===== config.mk =====
export PLATFORM = sky130hd
export DESIGN_NAME = lzwd_seq
export DESIGN_NICKNAME = d
export VERILOG_FILES = /design/src/rtl/lzwd_pkg.sv /design/src/rtl/lzwd_seq.sv
export SDC_FILE = /design/constraint.sdc
export NUM_CORES = 1
export LEC_CHECK = 0
export BUFFER_PORTS_ARGS = -buffer_cell sky130_fd_sc_hd__buf_2
export CAP_MARGIN = 40
export CORE_AREA = 3 3 40 42
export CTS_CLUSTER_SIZE = 30
export DETAILED_ROUTE_END_ITERATION = 12
export DIE_AREA = 0 0 43 45
export PLACE_DENSITY = 0.78
export SYNTH_ARGS = -nofsm -noshare
export SYNTH_HDL_FRONTEND = slang
export SYNTH_SLANG_ARGS = --single-unit

===== constraint.sdc =====
create_clock -name clk -period 5.5 [get_ports clk]
set_input_delay 1.1 -clock clk [delete_from_list [all_inputs] [get_ports clk]]
set_output_delay 1.1 -clock clk [all_outputs]
set_load 0.01 [all_outputs]

===== src/rtl/lzwd_pkg.sv =====
// Shared types, constants and the control store of the LZSS window decoder.
`default_nettype none

package lzwd_pkg;

	localparam int DEF_POS_BITS     = 13;
	localparam int DEF_LEN_BITS     = 4;
	localparam int DEF_WINDOW_DEPTH = 8192;
	localparam int MIN_MATCH        = 3;
	localparam int LIT_TOKEN_BITS   = 9;

	typedef enum logic [3:0] {
		ST_FETCH     = 4'd0,
		ST_SHIFT     = 4'd1,
		ST_DISP_LIT  = 4'd2,
		ST_DISP_EOS  = 4'd3,
		ST_DISP_MAT  = 4'd4,
		ST_RESUME    = 4'd5,
		ST_BACK      = 4'd6,
		ST_LIT       = 4'd7,
		ST_EOS       = 4'd8,
		ST_REDUCE    = 4'd9,
		ST_MATCH_RD  = 4'd10,
		ST_MATCH_CPY = 4'd11,
		ST_MATCH_END = 4'd12
	} step_t;

	typedef enum logic [3:0] {
		COND_NEVER,
		COND_ALWAYS,
		COND_MORE_BITS,
		COND_TOK_LIT,
		COND_TOK_EOS,
		COND_TOK_MAT,
		COND_BITS_LEFT,
		COND_COPY_LEFT,
		COND_PTR_HIGH
	} cond_t;

	typedef enum logic [1:0] {
		EMIT_NONE,
		EMIT_LIT,
		EMIT_EOS,
		EMIT_COPY
	} emit_t;

	typedef enum logic [1:0] {
		TOK_NONE,
		TOK_LIT,
		TOK_EOS,
		TOK_MAT
	} tok_t;

	typedef struct packed {
		logic  wait_in;
		logic  wait_out;
		logic  shift;
		logic  rd_en;
		logic  reduce;
		emit_t emit;
		cond_t cond;
		step_t target;
	} ctl_t;

	typedef struct packed {
		logic in_valid;
		logic out_free;
		logic more_bits;
		logic bits_left;
		logic tok_lit;
		logic tok_eos;
		logic tok_mat;
		logic copy_left;
		logic ptr_high;
	} flags_t;

	// Control store: one word per step, falls through to the next step
	// unless the condition holds.
	function automatic ctl_t ucode(input step_t s);
		ctl_t c;
		begin
			c = '0;
			c.emit = EMIT_NONE;
			c.cond = COND_NEVER;
			c.target = ST_FETCH;
			case (s)
				ST_FETCH: begin
					c.wait_in = 1'b1;
				end
				ST_SHIFT: begin
					c.shift = 1'b1;
					c.cond = COND_MORE_BITS;
					c.target = ST_SHIFT;
				end
				ST_DISP_LIT: begin
					c.cond = COND_TOK_LIT;
					c.target = ST_LIT;
				end
				ST_DISP_EOS: begin
					c.cond = COND_TOK_EOS;
					c.target = ST_EOS;
				end
				ST_DISP_MAT: begin
					c.cond = COND_TOK_MAT;
					c.target = ST_REDUCE;
				end
				ST_RESUME: begin
					c.cond = COND_BITS_LEFT;
					c.target = ST_SHIFT;
				end
				ST_BACK: begin
					c.cond = COND_ALWAYS;
					c.target = ST_FETCH;
				end
				ST_LIT: begin
					c.wait_out = 1'b1;
					c.emit = EMIT_LIT;
					c.cond = COND_ALWAYS;
					c.target = ST_RESUME;
				end
				ST_EOS: begin
					c.wait_out = 1'b1;
					c.emit = EMIT_EOS;
					c.cond = COND_ALWAYS;
					c.target = ST_FETCH;
				end
				ST_REDUCE: begin
					c.reduce = 1'b1;
					c.cond = COND_PTR_HIGH;
					c.target = ST_REDUCE;
				end
				ST_MATCH_RD: begin
					c.rd_en = 1'b1;
				end
				ST_MATCH_CPY: begin
					c.wait_out = 1'b1;
					c.emit = EMIT_COPY;
					c.cond = COND_COPY_LEFT;
					c.target = ST_MATCH_RD;
				end
				ST_MATCH_END: begin
					c.cond = COND_ALWAYS;
					c.target = ST_RESUME;
				end
				default: begin
					c.cond = COND_ALWAYS;
					c.target = ST_FETCH;
				end
			endcase
			return c;
		end
	endfunction

endpackage

`default_nettype wire


===== src/rtl/lzwd_seq.sv =====
// Microcode sequencer: step counter, control store and conditional jumps.
`default_nettype none

module lzwd_seq import lzwd_pkg::*; (
	input  wire logic   clk,
	input  wire logic   arst_n,
	input  wire flags_t flags,
	output ctl_t        ctl,
	output logic        fire
);

	step_t step_q;
	step_t step_nx;
	logic  taken;

	always_comb begin
		ctl = ucode(step_q);
	end

	// Hold the step while waiting on either channel.
	always_comb begin
		fire = !((ctl.wait_in && !flags.in_valid) || (ctl.wait_out && !flags.out_free));
	end

	always_comb begin
		case (ctl.cond)
			COND_NEVER:     taken = 1'b0;
			COND_ALWAYS:    taken = 1'b1;
			COND_MORE_BITS: taken = flags.more_bits;
			COND_TOK_LIT:   taken = flags.tok_lit;
			COND_TOK_EOS:   taken = flags.tok_eos;
			COND_TOK_MAT:   taken = flags.tok_mat;
			COND_BITS_LEFT: taken = flags.bits_left;
			COND_COPY_LEFT: taken = flags.copy_left;
			COND_PTR_HIGH:  taken = flags.ptr_high;
			default:        taken = 1'b1;
		endcase
	end

	always_comb begin
		if (!fire) begin
			step_nx = step_q;
		end else if (taken) begin
			step_nx = ctl.target;
		end else begin
			step_nx = step_t'(step_q + 4'd1);
		end
	end

	always_ff @(posedge clk or negedge arst_n) begin
		if (!arst_n) begin
			step_q <= ST_FETCH;
		end else begin
			step_q <= step_nx;
		end
	end

endmodule

`default_nettype wire


Word-level counts from Yosys, hierarchy flattened --
Cells that the tools add are included.
Storage, ports and cells: flip-flop bits (word level) 4, bits of input ports 11, output and inout bits 16, logic and storage cells 40
Cells by class: $add $sub $neg 1, equality and inequality tests 18, mux-type cells 9, reductions and logical operators 11
Operators with widths (count):
- 8-bit one-hot mux with 9 select lines | 1
- 4-bit by 3-bit equality test with 1-bit output, second input constant | 7
- 4-bit equality test, second input constant | 6
- 4-bit by 2-bit equality test with 1-bit output, second input constant | 4
- 4-bit zero test | 2
- 1-bit one-hot mux with 8 select lines | 1
- 2-bit one-hot mux with 3 select lines | 1
- 1-bit 2-to-1 mux | 5
- 4-bit by 1-bit adder with 4-bit output, second input constant | 1
- 4-bit by 1-bit equality test with 1-bit output, second input constant | 1
- 4-bit 2-to-1 mux | 1
- 2-bit OR reduction | 2
- 1-bit zero test | 3
- 3-bit OR reduction | 1
- 1-bit logical AND | 2
- 1-bit logical OR | 1

Logic depth before layout (Yosys ltp) --
Gate-level depths: netlist of the first run.
depth after elaboration 6, depth in mapped cells 9

Worst setup path before layout of the first run --
Ideal clock, no wire load.
kind register to output, start reg step_q[0], end out fire, data arrival time 1.690 ns, path slack 2.710 ns, stages on the path, launching flop included 8, buffers on the path 0, cells stage by stage dfrtp_1 -> inv_1 -> ha_1 -> or2_2 -> and2_1 -> a21oi_1 -> o22ai_1 -> inv_1
Between the ends: cells in the longest elaborated chain, start to end 6, elaborated cells between the ends (all ways) 11
Ends and longest elaborated chain:
- start, declared | RTL line lzwd_seq.sv:12 | step_t step_q;
- start signal, assigned | RTL line lzwd_seq.sv:54 | step_q <= step_nx;
- 4-bit equality test / 4-bit by 3-bit equality test with 1-bit output (equally long branches) | RTL line lzwd_pkg.sv:86 | case (s)
- 3-bit OR reduction (no line)
- 1-bit 2-to-1 mux | RTL line lzwd_pkg.sv:86
- 1-bit logical AND | RTL line lzwd_seq.sv:22 | fire = !((ctl.wait_in && !flags.in_valid) || (ctl.wait_out && !flags.out_free));
- 1-bit logical OR (*) | RTL line lzwd_seq.sv:22
- 1-bit zero test (*) | RTL line lzwd_seq.sv:22
- end, declared | RTL line lzwd_seq.sv:9 | output logic fire
Mark *: on every way between the ends. The rest lies on a longest branch, timed or not.

Worst setup path in the final report of the first run --
Ends and elaborated chain as after synthesis.

==> results of run 1 <==
## cell type report
class | instances | area, sq um | share of cell area, %
clock buffer | 3 | 22.5 | 3.00
inverter | 9 | 33.8 | 4.49
multi-input combinational | 66 | 447 | 59.4
sequential | 4 | 100 | 13.3
tap | 15 | 18.8 | 2.50
timing repair buffer | 26 | 130 | 17.3
## cells by family after synthesis
kind of cell / Yosys count / share of synthesized area, %
compound gates: 28 / 32.0
fa+ha+maj: 4 / 8.20
buf+inv: 14 / 10.4
flops: 4 / 16.4
mux: 3 / 5.74
simple gates: 31 / 27.3
## worst max-delay path: cells and delay by family (launching register included)
kind | cells | cell delay (ns)
and+or+nand+nor | 2 | 0.49
DFF | 1 | 0.38
AOI/OAI and AO/OA | 2 | 0.34
adders and majority gates | 1 | 0.29
buffers and inverters | 3 | 0.46
## per-stage QoR
stage,power [uW],cells,hold WS (ns),area [sq um]
after floorplan,395,84,0.582,611
after global placement,498,120,0.616,729
after detailed placement,506,120,0.620,729
after CTS,547,123,0.623,752
after global routing,599,123,0.654,752
final,546,123,0.626,752
## layer usage
metal | routed length (microns) | vias up
met5 | 0 | -
li1 | - | 347
met3 | 164 | 2
met1 | 644 | 325
met4 | 7 | 0
met2 | 719 | 40
## synthesized netlist by cell type (2+ instances only)
library cell | count | area share [%]
dfrtp_1 | 4 | 16
o21ai_0 | 5 | 4.1
nor2_1 | 6 | 3.7
o211ai_1 | 2 | 2.5
a31oi_1 | 3 | 3.1
and2_1 | 3 | 3.1
inv_1 | 9 | 5.5
a21oi_1 | 4 | 3.3
nand2b_1 | 3 | 3.1
mux2i_1 | 2 | 3.3
and2b_1 | 2 | 2.5
nand3_1 | 4 | 3.3
buf_2 | 3 | 2.5
or2_2 | 2 | 2.0
nand2_1 | 4 | 2.5
ha_1 | 4 | 8.2
nor2b_1 | 3 | 3.1
## report_power, final
group          switching [uW]  internal [uW]
Sequential               30.1           46.1
Combinational             246            186
Clock                    12.8           24.5
Total                     289            256
## final timing paths
path / endpoint / start / slack, ns
max: fire / step_q[0] / 2.20
min: step_q[1] / step_q[1] / 0.63
max reg2reg: step_q[0] / step_q[0] / 3.00
min reg2reg: step_q[1] / step_q[1] / 0.63
max in group asynchronous: step_q[1] / arst_n / 4.72
min in group asynchronous: step_q[3] / arst_n / 0.66
==> run metrics, run 1 <==
worst endpoint required time=4.40 ns; Crit. End Element=primary output; post-synthesis cell count=84; io pins=27; area grow syn2layout=23.2%; met3 usage=5.18%; routing usage on met1=23.1%; worst-margin pin slew=0.474 ns; final WL=1.54 mm; P_leak=0.000413 uW; RSZ-0062 raised after global routing=no; total CTS buffers=3; Die ar.=0.00194 sq mm; Seq/Total Area, Yosys=16.4%; Setup violations, final=0; CP peak stage delay=0.38 ns; largest net degree at the start of global routing=19; Final period util=59.9%; most frequent cells in the layout=buf_2, inv_1, nor2_1; fmax=303 MHz; M2 GR Usage=23.1%; Final Hold Vio Count=0; global route hottest layer=met1; GRT Total Usage=16.2%; TritonCTS clock tree=yes; Pre-antenna DRT Iters=4; post-layout util=58.5%; max cap viols=0; buffers added on ports=26; PwrDens=726 mW/mm^2; CP Launch Type=register; setup bufs post-CTS=0; RD Place Congestion=0.786; #FFs+latches synth=4; fin. max-slew vios=0; Worst Skew=0.000974 ns; Post-CTS Hold Buffers=0; chip height=45 microns; Worst path slowest cell=dfrtp_1; Avg Cell Area, Syn=7.27 sq um; VDD IR max=0.438 mV; Worst Path Max Fanout=7; Resize count post-CTS=0; GRT overflow=0; largest reg by FF count=step_q; clock tree buffer depth=2; Reg clk slew, reported paths=0.04 ns; initial core utilization=47.5%; Core Box Area=0.00128 sq mm; row count=13; fill cell count=122; syn_nets=99; Synth cell types=38; worst path cell trace=inv_1 -> ha_1 -> or2_2 -> and2_1 -> a21oi_1 -> o22ai_1 -> inv_1 -> buf_2; CTS Sinks=4; dpl ws=2.47 ns; CP arrival=2.20 ns; post-synthesis cell area=611 sq um; Synth async-reset ratio=100%; vias=714; H-tree lvl count=1; CTS Root Cell=clkbuf_4; first-pass GRT wire length=2.38 mm; Final WS setup=2.20 ns; Primary FF master, synth=dfrtp_1; DR iter-0 viols=30; Antenna diodes=0; kind of critical path=register to primary output; Die Span X=43 microns; Post-DRT Antenna Nets=0; Worst slew margin=68.2%; commonest non-fill, non-tap cell in the layout=buf_2; YS warnings=0; status=finished, final reports clean; Post-synth EDFFs=0; vias per inst=5.80; Reg2Reg Depth=8; most frequent CP cell=inv_1; worst skew pair latency=0.24 ns; post-DP HPWL=1.18 mm; biggest regs=step_q: 4 flops; Period minus WS final=3.30 ns; vias in the first global route=505; initial antenna violation count=0; DR DRC count=0; worst hold stages=2; nets@finish=125; max reg flops=4; share of cells above drive strength 1=29.6%; worst min-delay path class=register to register; Setup TNS=0 ns; WL/cell=12.5 microns
(Power assumes the default switching activity.)
==> inputs of run 2 (changes only) <==
- ABC_AREA: unset -> 1
- CORE_AREA: 3 3 40 42 -> unset
- CORE_MARGIN: unset -> 3
- CORE_UTILIZATION: unset -> 49
- DIE_AREA: 0 0 43 45 -> unset
- clock period: 5.5 -> 3.41 ns (I/O delays scaled with it)
==> run 2 against run 1 <==
  * Die area grew 11%
  * Clock power grew 66%
  * Worst setup slack lost 1.3 ns
  * Worst hold slack lost 0.39 ns
  * Non-clock buffer count is the same
==> run metrics, run 2 <==
status=finished, final reports clean; CP delay by family, top=simple AND/OR/NAND/NOR gates; Post-CTS Hold Buffers=0; CP Launch Type=register; most frequent cell after synthesis=nand2_1; Die ar.=0.00214 sq mm; CP arrival=1.87 ns; biggest regs=step_q: 4 flops; Post-DRT Antenna Nets=0; CP peak stage delay=0.44 ns; TritonCTS clock tree=yes; post-synth top area cell=nand2_1; PwrDens=1350 mW/mm^2; fmax=392 MHz; Pre-antenna DRT Iters=6; Placed Instances=157; setup bufs post-CTS=0; Crit. End Element=primary output; DR iter-0 viols=28; fill cell count=139; GRT overflow=0; P_leak=0.000603 uW; Synth cell types=27; worst-margin pin slew=0.582 ns; Core Box Area=0.00142 sq mm; Antenna diodes=0; chip height=46.3 microns; first-pass GRT wire length=3.06 mm; Primary FF master, synth=dfrtp_1; Seq/Total Area, Yosys=12.6%; kind of critical path=register to primary output; Setup TNS=0 ns; most frequent cells in the layout=nand2_1, buf_2, inv_1; Post-synth EDFFs=0; Die Span X=46.3 microns; GRT Total Usage=20.0%; #FFs+latches synth=4; DR DRC count=0; Synth async-reset ratio=100%; H-tree lvl count=1; worst endpoint required time=2.73 ns; Worst path slowest cell=dfrtp_1; Synth top cells by count=nand2_1, inv_1, nand3_1; worst skew pair latency=0.24 ns; worst path cell trace=inv_1 -> ha_1 -> nand3_1 -> nand3_1 -> nor3_1 -> inv_1 -> buf_2; largest reg by FF count=step_q; fin. max-slew vios=0; clock tree buffer depth=2; total power=1270 uW; Avg Cell Area, Syn=6.73 sq um; RSZ-0062 raised after global routing=no; Worst Skew=0.00420 ns; area grow syn2layout=18.7%; final WL=1.92 mm; row count=13; post-synth top area share=15.1%; VDD IR max=0.746 mV; WL/cell=12.0 microns; post-layout util=66.7%; initial antenna violation count=0; post-synthesis cell count=118; Period minus WS final=2.55 ns; initial core utilization=56.1%; Worst Path Max Fanout=6; io pins=27; nets@finish=162; max cap viols=0; RD Place Congestion=0.886; worst min-delay path class=primary input to asynchronous set/reset pin; largest net degree at the start of global routing=10; CTS Root Cell=clkbuf_4; final hold slack=0.237 ns; Resize count post-CTS=0; WP buf/inv=3; ranking of synthesized cells by area=nand2_1, dfrtp_1, inv_1; vias=831; fin cells=160; vias per inst=5.19; Final period util=74.8%; buffers added on ports=26; Reg clk slew, reported paths=0.04 ns; Setup violations, final=0; post-DP HPWL=1.58 mm; commonest non-fill, non-tap cell in the layout=nand2_1; share of cells above drive strength 1=41.4%; syn_nets=133; total CTS buffers=3; vias in the first global route=728; Final Hold Vio Count=0; Worst slew margin=61.2%; post-synthesis cell area=795 sq um; max reg flops=4; CTS Sinks=4; YS warnings=0
[run 2: final cells by class]
cell class / count / area [sq um] / area share, %
multi-input cells: 89 / 578 / 61.3
repair buffers: 26 / 130 / 13.8
flip-flops and latches: 4 / 100 / 10.6
inverters: 23 / 93.8 / 9.95
clock buffers: 3 / 22.5 / 2.39
well taps: 15 / 18.8 / 1.99
[run 2: worst paths after layout]
path                       startpoint        end  slack, ns  cells after the start
setup / recovery            step_q[0]     ctl[0]       0.86                      7
hold / removal                 arst_n  step_q[0]       0.24                      1
setup reg to reg            step_q[0]  step_q[3]       1.39                     14
hold reg to reg             step_q[1]  step_q[1]       0.58                      2
max in group asynchronous      arst_n  step_q[3]       3.05                      1
min in group clk            step_q[1]  step_q[1]       0.58                      2
[run 2: logic make-up after synthesis]
family | count (synthesis) | share of synthesized area (%)
AOI/OAI and AO/OA | 6 | 5.35
xor gates and xnor gates | 1 | 1.10
adders and majority gates | 4 | 6.30
buffers and inverters | 25 | 14.6
DFF | 4 | 12.6
and+or+nand+nor | 78 | 60.0
[run 2: per-stage QoR]
stage               worst slack [ns]  area [sq um]
floorplan                       1.34           795
global placement                1.18           921
detailed placement              1.14           921
CTS                            0.858           943
global route                   0.685           943
finish                         0.858           943
[run 2: metal layers]
| layer | vias up | share of wire, % | global-route usage [%] |
|---|---|---|---|
| li1 | 426 | - | - |
| met2 | 33 | 47 | 34.1 |
| met5 | - | 0 | 0 |
| met3 | 4 | 6.5 | 1.56 |
| met4 | 0 | 1.4 | 10.2 |
| met1 | 368 | 45 | 24.7 |
[run 2: report_power, final]
part           total (uW)  switching (uW)  internal [uW]
combinational        1060             659            402
clock                62.0            22.4           39.6
sequential            146            68.8           76.8
total                1270             750            519
==> inputs of run 3 (changes only) <==
- clock period: 3.41 -> 2.4 ns (I/O delays scaled with it)
==> run 3 against run 2 <==
  * Via count down 0.84%
  * Wire length up 0.99%
  * Largest cell class unchanged
  * Cell area up 2.0%
  * Worst hold slack worse by 0.21 ns
  * Register-to-register slack worse by 0.98 ns
  * Largest power group unchanged
  * Sequential cell count unchanged
  * Clock power up 39%
  * Cell count up 0.63%
  * Die area unchanged
==> run metrics, run 3 (synthesized netlist as in run 2, its figures left out) <==
most frequent CP cell=inv_1; status=finished, final reports clean; Final period util=93.6%; worst endpoint required time=1.92 ns; fill cell count=129; CP delay by family, top=flip-flops; vias in the first global route=761; DR DRC count=0; biggest regs=step_q: 4 flops; worst min-delay path class=primary input to asynchronous set/reset pin; Antenna diodes=0; Final Hold Vio Count=0; Setup violations, final=0; fmax=445 MHz; CP Launch Type=register; area of the multi-input gates=588 sq um; Pre-antenna DRT Iters=4; initial antenna violation count=0; largest net degree at the start of global routing=10; TritonCTS clock tree=yes; clock tree buffer depth=2; share of power burned in registers=11.3%; FF+latch area=101 sq um; max cap viols=0; worst skew pair latency=0.24 ns; Sw Ratio=58.6%; GRT Total Usage=21.8%; area grow syn2layout=21.1%; RD Place Congestion=0.879; Core Box Area=0.00142 sq mm; H-tree lvl count=1; kind of critical path=register to primary output; clock share of power=4.7%; Worst Path Max Fanout=6; vias per inst=5.12; Post-DRT Antenna Nets=0; Period minus WS final=2.25 ns; PwrDens=1900 mW/mm^2; Internal=758 uW; CTS Root Cell=clkbuf_4; chip height=46.3 microns; Setup TNS=0 ns; post-DP HPWL=1.64 mm; Post-CTS Hold Buffers=0; first-pass GRT wire length=3.27 mm; worst-margin pin slew=0.534 ns; Net Switching=1070 uW; Worst Setup SP=step_q[0]; buffers added on ports=26; worst reg2reg startpoint=step_q[1]; largest reg by FF count=step_q; WP buf/inv=3; RSZ-0062 raised after global routing=no; final WL=1.94 mm; Worst Skew=0.00463 ns; worst path cell trace=inv_1 -> ha_2 -> inv_1 -> o211ai_1 -> nand2_1 -> o21a_1 -> buf_2; Crit. End Element=primary output; share of cells above drive strength 1=44.5%; Reg clk slew, reported paths=0.04 ns; Logic pwr share=84.0%; CP arrival=1.77 ns; Die Span X=46.3 microns; CP peak stage delay=0.44 ns; io pins=27; Worst path slowest cell=dfrtp_1; total power=1830 uW; total CTS buffers=3; GRT overflow=0; CTS Sinks=4; nets@finish=163; vias=824; commonest non-fill, non-tap cell in the layout=nand2_1; most frequent cells in the layout=nand2_1, buf_2, inv_1; max reg flops=4; fin. max-slew vios=0; DR iter-0 viols=16; WL/cell=12.0 microns; row count=13; Die ar.=0.00214 sq mm; P_leak=0.000605 uW; Worst slew margin=64.4%; initial core utilization=56.1%; VDD IR max=0.934 mV
## run 3: cell types whose count changed in the layout (fill, tap and decap cells not counted), sizes merged
cell / change
buf: +1
## run 3: worst paths after layout
kind	depth (start not counted)	slack (ns)	endpoint
setup / recovery	7	0.15	fire
hold / removal	1	0.03	step_q[2]
setup reg to reg	15	0.41	step_q[3]
hold reg to reg	2	0.59	step_q[1]
max in group asynchronous	1	2.24	step_q[3]
min in group clk	2	0.59	step_q[1]
## run 3: cell type report
class,count,area share (%)
inverters,23,9.75
well taps,15,1.95
multi-input cells,89,61.1
clock buffers,3,2.34
flip-flops and latches,4,10.5
repair buffers,27,14.3
## run 3: metrics by stage
| step | hold WS [ns] | instance area (sq um) | utilization (%) | std cells | setup WS [ns] |
|---|---|---|---|---|---|
| 6_report | 0.0314 | 962 | 68.0 | 161 | 0.153 |
| 5_1_grt | 0.0339 | 962 | 68.0 | 161 | 0.0435 |
| 4_1_cts | 0.0286 | 951 | 67.2 | 161 | 0.0838 |
| 3_5_place_dp | 0.287 | 928 | 65.6 | 158 | 0.353 |
| 3_3_place_gp | 0.287 | 928 | 65.6 | 158 | 0.358 |
| 2_1_floorplan | 0.184 | 795 | - | 118 | 0.535 |
## run 3: routing by layer
| layer | wire length (microns) | vias to the layer above | track usage [%] | part of all wire [%] |
|---|---|---|---|---|
| met1 | 815 | 361 | 27.8 | 42 |
| met3 | 133 | 6 | 4.30 | 6.9 |
| li1 | - | 425 | - | - |
| met5 | 0 | - | 0 | 0 |
| met4 | 64 | 0 | 16.5 | 3.3 |
| met2 | 922 | 32 | 31.6 | 48 |
## run 3: timing repair
action | 4_1_cts | 5_1_grt
endpoints found under the setup margin | 0 | 2
resized for setup | 0 | 4
setup buffers | 0 | 0
## run 3: power by group through the flow
stage | Clock, uW | Combinational [uW] | Sequential, uW
CTS | 88.8 | 1530 | 202
global placement | 0 | 1500 | 198
detailed placement | 0 | 1520 | 203
floorplan | 0 | 1260 | 136
finish | 86.0 | 1540 | 206
global route | 92.0 | 1750 | 211
